## config.mk

```make
export PLATFORM = sky130hd
export DESIGN_NAME = bilevel_run_length_row_decoder_core
export DESIGN_NICKNAME = d
export VERILOG_FILES = /design/src/bilrl_pkg.sv /design/src/bilevel_run_length_row_decoder_core.sv
export SDC_FILE = /design/constraint.sdc
export NUM_CORES = 1
export LEC_CHECK = 0
export BUFFER_PORTS_ARGS = -buffer_cell sky130_fd_sc_hd__clkbuf_2
export CORE_MARGIN = 3
export CORE_UTILIZATION = 52
export DETAILED_ROUTE_END_ITERATION = 8
export GPL_TIMING_DRIVEN = 0
export PLACE_DENSITY = 0.71
export SLEW_MARGIN = 40
export SYNTH_ARGS = -nofsm -noshare
export SYNTH_HDL_FRONTEND = slang
export SYNTH_SLANG_ARGS = --single-unit
export TNS_END_PERCENT = 1
```

## constraint.sdc

```tcl
create_clock -name clock -period 9.1 [get_ports clock]
set_input_delay 2.73 -clock clock [delete_from_list [all_inputs] [get_ports clock]]
set_output_delay 2.73 -clock clock [all_outputs]
set_load 0.05 [all_outputs]
```

## src/bilrl_pkg.sv

```systemverilog
// ----------------------------------------------------------------------------
// Bilevel run-length row decoder package
// Field widths, register indexes and the span record shared by the files.
// ----------------------------------------------------------------------------
`default_nettype none

package bilrl_pkg;

   // Geometry limits
   localparam int MaxWidth  = 4096;
   localparam int MaxHeight = 4096;
   localparam int PrefixCap = 11;

   // Field widths
   localparam int CodeW   = 8;
   localparam int LevelW  = 8;
   localparam int RunW    = 13;
   localparam int ColW    = 12;
   localparam int RowW    = 12;
   localparam int CfgW    = 13;
   localparam int CsrAddrW = 2;

   // Port widths: tdata packs level, run, column, row; tuser packs flags
   localparam int TdataW = 48;
   localparam int TuserW = 3;

   // Register indexes
   localparam logic [CsrAddrW-1:0] CsrImageWidth  = 2'd0;
   localparam logic [CsrAddrW-1:0] CsrImageHeight = 2'd1;
   localparam logic [CsrAddrW-1:0] CsrWhiteLevel  = 2'd2;

   // One decoded run
   typedef struct packed {
      logic [LevelW-1:0] pixel_level;
      logic [RunW-1:0]   run_pixels;
      logic [ColW-1:0]   start_column;
      logic [RowW-1:0]   row_index;
      logic              row_complete;
      logic              frame_complete;
      logic              clipped;
   } span_type;

endpackage

`default_nettype wire

```

## src/bilevel_run_length_row_decoder_core.sv

```systemverilog
// ----------------------------------------------------------------------------
// Bilevel run-length row decoder core
// Decodes a run-length coded bilevel image into one span per run.
// ----------------------------------------------------------------------------
// Each accepted code byte is shifted through the decoder one bit per cycle,
// most significant bit first, unless a span stall holds the bit loop. The
// byte passes a setup state, the bit states and a hand-over state for its
// last span, and only then is the next byte accepted; a row that ends
// inside the byte drops the remaining bits and goes to the hand-over.
// Spans are handed out through an output register; the decoder stalls
// only while a span finds that register still full: a second span of the
// same byte holds the bit loop, and the last span of a byte holds the
// hand-over state, so the next byte waits. Every span of a byte except the
// last leaves as soon as the next one is found; the last carries
// last_of_byte. The user must write configuration through the csr_ port
// only while the decoder is idle; the block itself does not enforce this.
// ----------------------------------------------------------------------------
`default_nettype none

module bilevel_run_length_row_decoder_core (
   input  wire logic                                 clock,
   input  wire logic                                 reset,
   // Configuration write port
   input  wire logic                                 csr_we,
   input  wire logic [bilrl_pkg::CsrAddrW-1:0]       csr_addr,
   input  wire logic [bilrl_pkg::CfgW-1:0]           csr_wdata,
   // Code byte input
   input  wire logic                                 req_tvalid,
   output logic                                      req_tready,
   input  wire logic [bilrl_pkg::CodeW-1:0]          req_tdata,  // code_byte
   // Span output
   output logic                                      rsp_tvalid,
   input  wire logic                                 rsp_tready,
   // pixel_level[7:0], run_pixels[20:8], start_column[32:21], row_index[44:33]
   output logic [bilrl_pkg::TdataW-1:0]              rsp_tdata,
   // row_complete[0], clipped[1], last_of_byte[2]
   output logic [bilrl_pkg::TuserW-1:0]              rsp_tuser,
   output logic                                      rsp_tlast   // frame_complete
);

   typedef enum logic [1:0] {
      ST_IDLE,
      ST_PRIME,
      ST_BITS,
      ST_FLUSH
   } ctl_state_type;

   typedef enum logic [1:0] {
      PH_COLOR  = 2'd0,
      PH_PREFIX = 2'd1,
      PH_VALUE  = 2'd2
   } phase_type;

   // Control and decode state
   ctl_state_type                   state_ff, state_in;
   phase_type                       phase_ff, phase_in;
   logic [bilrl_pkg::CodeW-1:0]     sr_ff, sr_in;
   logic [2:0]                      bit_cnt_ff, bit_cnt_in;
   logic [3:0]                      prefix_ff, prefix_in;
   logic [3:0]                      bits_left_ff, bits_left_in;
   logic [bilrl_pkg::RunW-1:0]      acc_ff, acc_in;
   logic                            color_ff, color_in;
   logic [bilrl_pkg::CfgW-1:0]      col_ff, col_in;
   logic [bilrl_pkg::RowW-1:0]      row_ff, row_in;

   // Configuration
   logic [bilrl_pkg::CfgW-1:0]      width_ff, width_in;
   logic [bilrl_pkg::CfgW-1:0]      height_ff, height_in;
   logic [bilrl_pkg::LevelW-1:0]    white_ff, white_in;

   // Precomputed row geometry
   logic [bilrl_pkg::ColW-1:0]      col_eff_ff, col_eff_in;
   logic [bilrl_pkg::ColW-1:0]      leftm1_ff, leftm1_in;
   logic                            row_last_ff, row_last_in;

   // Pending span and output register
   bilrl_pkg::span_type             pend_ff, pend_in;
   logic                            pend_valid_ff, pend_valid_in;
   bilrl_pkg::span_type             out_ff, out_in;
   logic                            out_last_ff, out_last_in;
   logic                            out_valid_ff, out_valid_in;

   // Combinational helpers
   logic [bilrl_pkg::CfgW-1:0]      w_eff, h_eff, col_clamp, leftm1_full;
   logic [bilrl_pkg::RunW-1:0]      acc_new, cut_len, run_len, col_next;
   logic                            cur_bit, emit, cut, row_done, out_free, hold;
   bilrl_pkg::span_type             new_span;

   // Port drive
   assign req_tready = (state_ff == ST_IDLE);
   assign rsp_tvalid = out_valid_ff;
   assign rsp_tdata  = {3'b000, out_ff.row_index, out_ff.start_column,
                        out_ff.run_pixels, out_ff.pixel_level};
   assign rsp_tuser  = {out_last_ff, out_ff.clipped, out_ff.row_complete};
   assign rsp_tlast  = out_ff.frame_complete;

   // Effective geometry and run bounds
   always_comb begin
      if (width_ff == '0) begin
         w_eff = 13'd1;
      end else if (width_ff > 13'(bilrl_pkg::MaxWidth)) begin
         w_eff = 13'(bilrl_pkg::MaxWidth);
      end else begin
         w_eff = width_ff;
      end
      if (height_ff == '0) begin
         h_eff = 13'd1;
      end else if (height_ff > 13'(bilrl_pkg::MaxHeight)) begin
         h_eff = 13'(bilrl_pkg::MaxHeight);
      end else begin
         h_eff = height_ff;
      end
      col_clamp   = (col_ff >= w_eff) ? (w_eff - 13'd1) : col_ff;
      leftm1_full = w_eff + ~col_clamp;
      col_eff_in  = col_clamp[bilrl_pkg::ColW-1:0];
      leftm1_in   = leftm1_full[bilrl_pkg::ColW-1:0];
      row_last_in = ({1'b0, row_ff} >= (h_eff - 13'd1));
   end

   // Current bit and span completion
   always_comb begin
      cur_bit  = sr_ff[bilrl_pkg::CodeW-1];
      acc_new  = {acc_ff[bilrl_pkg::RunW-2:0], cur_bit};
      emit     = (state_ff == ST_BITS) && (phase_ff == PH_VALUE) && (bits_left_ff == 4'd1);
      cut      = acc_new >  {1'b0, leftm1_ff};
      row_done = acc_new >= {1'b0, leftm1_ff};
      cut_len  = {1'b0, leftm1_ff} + 13'd1;
      run_len  = acc_new + 13'd1;
      col_next = {1'b0, col_eff_ff} + acc_new + 13'd1;
      out_free = !out_valid_ff || rsp_tready;
      hold     = emit && pend_valid_ff && !out_free;

      new_span.pixel_level    = color_ff ? white_ff : '0;
      new_span.run_pixels     = cut ? cut_len : run_len;
      new_span.start_column   = col_eff_ff;
      new_span.row_index      = row_ff;
      new_span.row_complete   = row_done;
      new_span.frame_complete = row_done && row_last_ff;
      new_span.clipped        = cut;
   end

   // Next state
   always_comb begin
      state_in      = state_ff;
      phase_in      = phase_ff;
      sr_in         = sr_ff;
      bit_cnt_in    = bit_cnt_ff;
      prefix_in     = prefix_ff;
      bits_left_in  = bits_left_ff;
      acc_in        = acc_ff;
      color_in      = color_ff;
      col_in        = col_ff;
      row_in        = row_ff;
      width_in      = width_ff;
      height_in     = height_ff;
      white_in      = white_ff;
      pend_in       = pend_ff;
      pend_valid_in = pend_valid_ff;
      out_in        = out_ff;
      out_last_in   = out_last_ff;
      out_valid_in  = out_valid_ff && !rsp_tready;

      // Take configuration writes
      if (csr_we) begin
         case (csr_addr)
            bilrl_pkg::CsrImageWidth:  width_in  = csr_wdata;
            bilrl_pkg::CsrImageHeight: height_in = csr_wdata;
            bilrl_pkg::CsrWhiteLevel:  white_in  = csr_wdata[bilrl_pkg::LevelW-1:0];
            default: ;
         endcase
      end

      unique case (state_ff)
         ST_IDLE: begin
            if (req_tvalid) begin
               sr_in    = req_tdata;
               state_in = ST_PRIME;
            end
         end
         ST_PRIME: begin
            bit_cnt_in = 3'd7;
            state_in   = ST_BITS;
         end
         ST_BITS: begin
            if (!hold) begin
               // Advance one bit
               sr_in      = {sr_ff[bilrl_pkg::CodeW-2:0], 1'b0};
               bit_cnt_in = bit_cnt_ff - 3'd1;
               unique case (phase_ff)
                  PH_PREFIX: begin
                     if (cur_bit) begin
                        if (prefix_ff < 4'(bilrl_pkg::PrefixCap)) begin
                           prefix_in = prefix_ff + 4'd1;
                        end
                     end else begin
                        bits_left_in = prefix_ff + 4'd2;
                        acc_in       = '0;
                        phase_in     = PH_VALUE;
                     end
                  end
                  PH_VALUE: begin
                     acc_in       = acc_new;
                     bits_left_in = bits_left_ff - 4'd1;
                     if (emit) begin
                        // Push the previous span of this byte out, hold the new one
                        if (pend_valid_ff) begin
                           out_in       = pend_ff;
                           out_last_in  = 1'b0;
                           out_valid_in = 1'b1;
                        end
                        pend_in       = new_span;
                        pend_valid_in = 1'b1;
                        color_in      = !color_ff;
                        prefix_in     = '0;
                        bits_left_in  = '0;
                        acc_in        = '0;
                        if (row_done) begin
                           col_in   = '0;
                           row_in   = row_last_ff ? '0 : (row_ff + 12'd1);
                           phase_in = PH_COLOR;
                        end else begin
                           col_in   = col_next;
                           phase_in = PH_PREFIX;
                        end
                     end
                  end
                  default: begin
                     color_in     = cur_bit;
                     prefix_in    = '0;
                     bits_left_in = '0;
                     acc_in       = '0;
                     phase_in     = PH_PREFIX;
                  end
               endcase
               // Go to the hand-over at the end of the byte, or drop the rest of the byte once the row ends
               if ((bit_cnt_ff == 3'd0) || (emit && row_done)) begin
                  state_in = ST_FLUSH;
               end
            end
         end
         ST_FLUSH: begin
            // Hand over the last span of the byte
            if (!pend_valid_ff) begin
               state_in = ST_IDLE;
            end else if (out_free) begin
               out_in        = pend_ff;
               out_last_in   = 1'b1;
               out_valid_in  = 1'b1;
               pend_valid_in = 1'b0;
               state_in      = ST_IDLE;
            end
         end
         default: begin
            state_in = ST_IDLE;
         end
      endcase
   end

   // Registers
   always_ff @(posedge clock) begin
      if (reset) begin
         state_ff      <= ST_IDLE;
         phase_ff      <= PH_COLOR;
         prefix_ff     <= '0;
         bits_left_ff  <= '0;
         acc_ff        <= '0;
         color_ff      <= 1'b0;
         col_ff        <= '0;
         row_ff        <= '0;
         width_ff      <= 13'd256;
         height_ff     <= 13'd256;
         white_ff      <= 8'd255;
         pend_valid_ff <= 1'b0;
         out_valid_ff  <= 1'b0;
      end else begin
         state_ff      <= state_in;
         phase_ff      <= phase_in;
         prefix_ff     <= prefix_in;
         bits_left_ff  <= bits_left_in;
         acc_ff        <= acc_in;
         color_ff      <= color_in;
         col_ff        <= col_in;
         row_ff        <= row_in;
         width_ff      <= width_in;
         height_ff     <= height_in;
         white_ff      <= white_in;
         pend_valid_ff <= pend_valid_in;
         out_valid_ff  <= out_valid_in;
      end
      sr_ff       <= sr_in;
      bit_cnt_ff  <= bit_cnt_in;
      col_eff_ff  <= col_eff_in;
      leftm1_ff   <= leftm1_in;
      row_last_ff <= row_last_in;
      pend_ff     <= pend_in;
      out_ff      <= out_in;
      out_last_ff <= out_last_in;
   end

endmodule

`default_nettype wire

```

After elaboration in Yosys (flattened, before gate mapping):

Index checks and enable logic that the tools add are counted.

* bits in registers: 219
* input bits: 28

* add/subtract/negate cells: 12
* magnitude comparators: 7
* equality and inequality tests: 21
* muxes and demuxes: 62
* bitwise gates (word level): 3
* reduce and logical (&&, ||, !) cells: 35

Operators with widths (count)
* $mux W48: 6
* $pmux W48 S2: 1
* $mux W13: 6
* $mux W12: 4
* $add A13 B1 Y13 const B: 2
* $gt A13 B13 Y1 const B: 2
* $logic_not A13 Y1: 2
* $pmux W12 S2: 1
* $mux W4: 5
* $ne A2 B2 Y1 const B: 10
* $reduce_and A4 Y1: 5
* $mux W1: 19
* $mux W8: 2
* $pmux W4 S2: 2
* $pmux W8 S2: 1
* $mux W2: 7
* $add A12 B1 Y13 const B: 1
* $add A12 B13 Y13: 1
* $ge A12 B13 Y1: 1
* $ge A13 B12 Y1: 1
* $ge A13 B13 Y1: 1
* $gt A13 B12 Y1: 1
* $sub A13 B1 Y13 const B: 1
* $add A12 B1 Y12 const B: 1
* other kinds (29): 57

Longest topological paths before layout:

Gate-level depths: netlist (run 1).

* word-level depth: 8
* mapped depth: 25

Least setup slack after synthesis (run 1):

Ideal clock, no wire load.

* path kind: input -> register
* from: in rsp_tready
* to: reg row_ff[3] in the netlist's numbering
* setup time: 0.128 ns
* arrival: 5.052 ns
* slack: 3.921 ns
* stages on the path: 8
* buffers on the path: 1
* cell sequence: nor2b_1 > nand2_1 > nand2b_1 > inv_1 > clkbuf_1 > nand4_1 > xor2_1 > nor2_1

* cells in the longest elaborated chain, start to end: 5

Ends and longest elaborated chain
* start: declaration: RTL line bilevel_run_length_row_decoder_core.sv:33 `input wire logic rsp_tready,`
* $logic_or A1 B1 Y1: RTL line bilevel_run_length_row_decoder_core.sv:130 `out_free = !out_valid_ff || rsp_tready;`
* $logic_not A1 Y1: RTL line bilevel_run_length_row_decoder_core.sv:131 `hold = emit && pend_valid_ff && !out_free;`
* $logic_and A1 B1 Y1: RTL line bilevel_run_length_row_decoder_core.sv:131
* $not A1 Y1 (no line)
* $reduce_and A5 Y1 (no line)
* end signal: assignment: RTL line bilevel_run_length_row_decoder_core.sv:283 `row_ff <= row_in;`
* end: declaration: RTL line bilevel_run_length_row_decoder_core.sv:64 `logic [bilrl_pkg::RowW-1:0] row_ff, row_in;`

No other way between the ends.
A chain may end at the register's enable or synchronous reset.

Worst setup path in the final report (run 1):

* from: reg width_ff[6] in the netlist's numbering
* to: reg leftm1_ff[11] in the netlist's numbering

* cells in the longest elaborated chain, start to end: 7
* elaborated cells on any way between the ends: 9

Ends and longest elaborated chain
* start: declaration: RTL line bilevel_run_length_row_decoder_core.sv:67 `logic [bilrl_pkg::CfgW-1:0] width_ff, width_in;`
* start signal: assignment: RTL line bilevel_run_length_row_decoder_core.sv:284 `width_ff <= width_in;`
* $gt A13 B13 Y1: RTL line bilevel_run_length_row_decoder_core.sv:101 `end else if (width_ff > 13'(bilrl_pkg::MaxWidth)) begin`
* $mux W13: RTL line bilevel_run_length_row_decoder_core.sv:101
* $mux W13 *: RTL line bilevel_run_length_row_decoder_core.sv:99 `if (width_ff == '0) begin`
* $sub A12 B1 Y12 or $ge A13 B13 Y1 (tied branches): RTL line bilevel_run_length_row_decoder_core.sv:113 `col_clamp = (col_ff >= w_eff) ? (w_eff - 13'd1) : col_ff;`
* $mux W12: RTL line bilevel_run_length_row_decoder_core.sv:113
* $not A12 Y12: RTL line bilevel_run_length_row_decoder_core.sv:114 `leftm1_full = w_eff + ~col_clamp;`
* $add A12 B12 Y12 *: RTL line bilevel_run_length_row_decoder_core.sv:114
* via leftm1_full (one bit): RTL line bilevel_run_length_row_decoder_core.sv:84 `logic [bilrl_pkg::CfgW-1:0] w_eff, h_eff, col_clamp, leftm1_full;`
* end signal: assignment: RTL line bilevel_run_length_row_decoder_core.sv:293 `leftm1_ff <= leftm1_in;`
* end: declaration: RTL line bilevel_run_length_row_decoder_core.sv:73 `logic [bilrl_pkg::ColW-1:0] leftm1_ff, leftm1_in;`

The timed path passes the listed nets; every way through them passes the cells marked *.

==> results of run 1 <==
-- per-stage QoR --
| stage | instance area [sq um] | hold WS, ps | total power, mW |
|---|---|---|---|
| after floorplan | 10600 | 400 | 1.44 |
| after global placement | 11400 | 402 | 1.53 |
| after detailed placement | 11400 | 405 | 1.54 |
| after CTS | 12200 | 412 | 2.49 |
| after global routing | 12200 | 418 | 2.58 |
| final | 12200 | 417 | 2.47 |
-- logic make-up (layout without fill, tap and decap cells) --
logic type	after synthesis	count (layout)	share of synthesized area [%]
compound gates	204	204	11.9
xor+xnor	53	53	4.36
fa+ha+maj	79	79	9.40
buf+inv	106	226	3.94
flops	219	219	51.4
mux	21	21	2.12
other cells	1	3	0.0353
simple gates	375	375	16.8
-- critical path, stage by stage, from the launching register on --
cell and delay (ps):
dfxtp_1 370, or4_1 620, nor4b_1 480, o21ai_0 290, inv_1 150, ha_1 240, nor2_1 100, a21oi_1 80
o31a_1 270, o32a_4 390, buf_2 210, clkbuf_1 260, a21o_1 290, ha_1 310, a211oi_1 80, nor2_1 210
nor2_1 90, maj3_1 360, mux2i_1 400, a211oi_1 150, o21bai_1 170, a21oi_1 90, xor2_1 160
-- cell type report --
class | count | area [sq um] | share of cell area [%]
well taps | 265 | 332 | 2.72
inverters | 65 | 244 | 2.00
repair buffers | 79 | 425 | 3.50
flip-flops and latches | 219 | 5470 | 44.9
clock inverters | 16 | 179 | 1.47
clock buffers | 25 | 583 | 4.79
multi-input cells | 735 | 4760 | 39.1
plain buffers | 41 | 179 | 1.47
-- flip-flops by register name, indices dropped and copies added (netlist names), 8 cells and up --
signal      count
white_ff        8
col_ff         13
row_ff         12
leftm1_ff      12
sr_ff           8
col_eff_ff     12
rsp_tdata      45
height_ff      13
acc_ff         12
pend_ff        48
width_ff       13
-- routing by layer --
layer / GRT usage (%) / wire length, um
met5: 0 / 0
met4: 5.63 / 520
met3: 2.83 / 1210
met2: 33.3 / 10300
met1: 29.3 / 10800
-- path summary, 6_finish.rpt --
kind	start	to	slack, ps	cells past startpoint
worst max-delay path	width_ff[6]	leftm1_ff[11]	3200	22
worst min-delay path	pend_ff[15]	rsp_tdata[21]	420	0
worst max register to register	width_ff[6]	leftm1_ff[11]	3200	22
worst min register to register	pend_ff[15]	rsp_tdata[21]	420	0
-- cell usage after synthesis, drive strengths merged (4+ instances only) --
cell type	n	share of area, %
nand2	135	4.8
dfxtp	111	21
edfxtp	108	30
a21oi	94	4.5
nor2	84	3.0
ha	75	8.8
inv	65	2.3
nand3	35	1.6
xnor2	34	2.8
o21ai	31	1.5
clkbuf	30	1.1
nor3	21	0.99
xor2	19	1.6
a21o	18	1.3
nand3b	18	1.3
nor2b	13	0.76
nor4	13	0.76
and2	12	0.71
mux2i	12	1.2
a211oi	11	0.78
buf	11	0.59
nand4	11	0.71
a22oi	9	0.64
mux2	9	0.95
a31oi	7	0.41
and3	6	0.35
nand2b	6	0.35
o21bai	5	0.35
o31ai	5	0.35
o21a	4	0.28
-- where the power goes --
part / total [mW] / internal [mW] / switching, mW
Clock: 0.948 / 0.575 / 0.374
Sequential: 1.13 / 1.09 / 0.0436
Combinational: 0.386 / 0.144 / 0.242
==> flow_summary.yaml, run 1 <==
setup_path:
  cp.required_ps: 9470
  end_kind: "flop"
  cp.arrival_ps: 6280
  critical_path_class: "flop to flop"
  start_kind: "flop"
  critical_path_peak_fanout: 10
synthesis:
  netlist_area_sq_um: 10600
  synth-main-ff-cell: "dfxtp_1"
  synth_cell_type_count: 67
  synth-edff-count: 108
  synth_cells: 1058
  ys_warn_count: 0
  synthArstFlopShare_pct: 0
  seq_area_frac_synth_pct: 51.4
  ys_seq_elements: 219
  synth.avg_cell_area_sq_um: 10.1
timing:
  final.setup.tns_ps: 0
  slew_headroom_pct: 52.0
  hold_viol_final: 0
  setup_viol: 0
  post-route-min-period_ps: 5900
  slew_viol_final: 0
  rsz0062_at_grt: "no"
  finalClockSkew_ps: 9.66
  worst-slew-pin-transition_ps: 712
  max_freq_ghz: 0.169
  fin_ws_ps: 3200
  post-route-period-util_pct: 64.9
die:
  core_sq_um: 19800
  fp.dieArea_sq_um: 22200
  die_width_um: 149
  core.rowCount: 51
  die_h_um: 149
  start_util_pct: 53.8
  num_io_pins: 82
finish:
  num_antenna_cells: 0
  final_common_cell: "nand2_1"
  drive_above_1_share_pct: 12.6
  fillers: 1709
  final_cell_mix: "nand2_1 (135), dfxtp_1 (111), edfxtp_1 (108), a21oi_1 (92), nor2_1 (83)"
  utilization_pct: 61.5
  final_cells: 1445
  area_growth_pct: 14.4
  nNetsFinal: 1269
routing:
  avgViaCountPerCell: 5.48
  drt_wl_total_um: 22800
  wl_per_cell_um: 15.8
  route.vias.total: 7921
  final_antenna_net_count: 0
  drtIter0Drc: 545
  drc: 0
  drtPass1Iterations: 5
clock_network:
  post_cts_buffers: 0
  clkTransAtPathRegs_ps: 60
  worstSkewPairLatency_ps: 500
  root_buffer: "clkbuf_16"
  cts_buffers: 23
  cts_resized: 0
  postCtsHoldBufs: 0
  clockBufferDepth: 3
  cts.sinks: 219
  h-tree-depth: 1
  tritoncts: "yes"
global_routing:
  first_global_vias: 7550
  grt_overflow_total: 0
  grt_use_total_pct: 20.6
  antenna_found_initial: 0
  grt_start_max_net_pins: 37
  grt_pass1_wl_um: 37400
placement:
  placedCellCount: 1404
  gp_congestion: 0.928
  hpwl_um: 16900
  place_ws_ps: 3290
  port_buffers: 77
power:
  p_leak_nw: 4.92
  ir_drop_mv: 0.168
  power_density_nw_per_um2: 203
outcome:
  status: "finished, final reports clean"
job:
  maxCapViolCount: 0
hold_path:
  hold_path.class: "flop to flop"
Note: power is estimated with default switching activity, not from simulation.
==> inputs of run 2 (changes only) <==
--- a/config.mk
+++ b/config.mk
@@ -5,6 +5,7 @@
 export SDC_FILE = /design/constraint.sdc
 export NUM_CORES = 1
 export LEC_CHECK = 0
+export ABC_AREA = 1
 export BUFFER_PORTS_ARGS = -buffer_cell sky130_fd_sc_hd__clkbuf_2
 export CORE_MARGIN = 3
 export CORE_UTILIZATION = 52
==> constraint.sdc (replaced) <==
create_clock -name clock -period 6.2 [get_ports clock]
set_input_delay 1.86 -clock clock [delete_from_list [all_inputs] [get_ports clock]]
set_output_delay 1.86 -clock clock [all_outputs]
set_load 0.05 [all_outputs]
==> flow_summary.yaml, run 2 <==
clock_network:
  cts_resized: 0
  root_buffer: "clkbuf_16"
  tritoncts: "yes"
  post_cts_buffers: 0
  cts.sinks: 219
  cts_buffers: 23
  clkTransAtPathRegs_ps: 60
  postCtsHoldBufs: 0
  worstSkewPairLatency_ps: 520
  h-tree-depth: 1
  clockBufferDepth: 3
setup_path:
  critical_path_peak_fanout: 10
  end_kind: "flop"
  start_kind: "flop"
  r2r_cells: 28
  cp.required_ps: 6610
  max_stage_delay_ps: 360
  critical_path_class: "flop to flop"
  cp.arrival_ps: 5060
  crit_slowest_cell: "ha_1"
  reg2reg_slack_ps: 1550
synthesis:
  synth-main-ff-cell: "dfxtp_1"
  yosys.area.top_type: "edfxtp_1"
  synth_cell_type_count: 48
  synth_cells: 1208
  synth.most_common_cell: "nand2_1"
  synthTopCellsByArea: "edfxtp_1 (30%), dfxtp_1 (21%), ha_1 (8.8%)"
  synth-compound-area-share_pct: 10.8
  netlist_area_sq_um: 10700
  synth_top_cell_area_share_pct: 30.3
  synthAdderAreaFrac_pct: 9.13
  synth.avg_cell_area_sq_um: 8.87
  synth_common_cells: "nand2_1 (249), inv_1 (154), dfxtp_1 (111)"
  synth_top_family_by_area: "simple AND/OR/NAND/NOR gates"
  seq_area_frac_synth_pct: 51.0
  synth-edff-count: 108
  synth_xor_area_share_pct: 2.70
  ys_seq_elements: 219
  synthArstFlopShare_pct: 0
  ys_warn_count: 0
  synthSimpleGateAreaFrac_pct: 19.3
  synth_mux_area_share_pct: 0
routing:
  drt_wl_total_um: 22500
  wl_per_cell_um: 14.1
  drtPass1Iterations: 8
  drtIter0Drc: 431
  final_antenna_net_count: 0
  route.vias.total: 8229
  drc: 0
  avgViaCountPerCell: 5.15
global_routing:
  grt_pass1_wl_um: 37300
  grt_start_max_net_pins: 22
  grt_overflow_total: 0
  antenna_found_initial: 0
  grt_use_total_pct: 20.4
  first_global_vias: 7755
timing:
  slew_viol_final: 0
  rsz0062_at_grt: "no"
  final.setup.tns_ps: 0
  finalClockSkew_ps: 10.3
  hold_viol_final: 0
  max_freq_ghz: 0.215
  post-route-period-util_pct: 75.0
  setup_viol: 0
  post-route-min-period_ps: 4650
  worst-slew-pin-transition_ps: 705
  slew_headroom_pct: 53.0
die:
  core.rowCount: 51
  die_h_um: 150
  core_sq_um: 19800
  start_util_pct: 54.0
  fp.dieArea_sq_um: 22400
  die_width_um: 150
  num_io_pins: 82
finish:
  final_cell_mix: "nand2_1 (249), inv_1 (154), dfxtp_1 (111), edfxtp_1 (108), nor2_1 (102)"
  drive_above_1_share_pct: 13.0
  largest_reg_flops: 48
  nNetsFinal: 1422
  area_growth_pct: 14.8
  num_antenna_cells: 0
  final_cells: 1599
  top_register: "pend_ff"
  final_common_cell: "nand2_1"
hold_path:
  hold_path.class: "flop to flop"
  hold_depth: 0
placement:
  gp_congestion: 0.872
  hpwl_um: 17500
  port_buffers: 77
  placedCellCount: 1557
power:
  power_mw: 4.28
  p_leak_nw: 5.44
  power_density_nw_per_um2: 348
  ir_drop_mv: 0.240
job:
  maxCapViolCount: 0
outcome:
  status: "finished, final reports clean"
## run 2: cell count changes in the layout (fill, tap and decap cells not counted), moves of 11 or more
cell      previous run  this run
nor2b_1             13         0
nand3_1             35        58
nor4_1              13         2
mux2i_1             11         0
a21o_1              18         2
and2_1              12         1
nand2_1            135       249
xnor2_1             34        11
o21ai_0             26        65
nand3b_1            18         4
nor2_1              83       102
inv_1               64       154
## run 2: critical path: cells and delay by family, from the launching register on
kind            cells  cell delay, ps
buf+inv             7             910
fa+ha+maj           2             710
flops               1             310
xor+xnor            1             150
compound gates      5             970
simple gates       13            1500
## run 2: layer usage
metal	vias up	wire length, um	GRT usage, %
li1	4236	-	-
met4	0	685	6.36
met1	3763	10800	29.3
met5	-	0	0
met2	186	9910	32.4
met3	44	1050	2.73
## run 2: logic make-up (layout without fill, tap and decap cells)
kind of cell               Yosys count  after routing
adders and majority gates           77             77
buffers and inverters              192            316
other                                1              3
AOI/OAI and AO/OA                  208            208
and+or+nand+nor                    478            478
DFF                                219            219
xor gates and xnor gates            33             33
## run 2: power by group
group	switching, mW	total, mW	internal, mW
Combinational	0.768	1.09	0.326
Clock	0.565	1.39	0.826
Sequential	0.0794	1.79	1.71
## run 2: area by class of cell
class / count / area (sq um)
Fill cell: 1686 / 7540
Sequential cell: 219 / 5470
Multi-Input combinational cell: 799 / 4520
Clock buffer: 28 / 604
Inverter: 161 / 604
Timing Repair Buffer: 82 / 458
Tap cell: 265 / 332
Clock inverter: 14 / 166
Buffer: 31 / 154
## run 2: path summary, 6_finish.rpt
path,start,end
worst min-delay path,pend_ff[34],rsp_tdata[15]
worst max-delay path,width_ff[8],leftm1_ff[8]
worst min register to register,pend_ff[34],rsp_tdata[15]
worst max register to register,width_ff[8],leftm1_ff[8]
## run 2: through the flow
stage | hold WS, ps | setup WS, ps | cell area (sq um) | util (%)
2_1_floorplan | 400 | 773 | 10700 | -
3_3_place_gp | 402 | -329 | 11400 | 57.7
3_5_place_dp | 405 | 1560 | 11500 | 58.1
4_1_cts | 416 | 1530 | 12300 | 62.0
5_1_grt | 420 | 1020 | 12300 | 62.0
6_report | 418 | 1550 | 12300 | 62.0
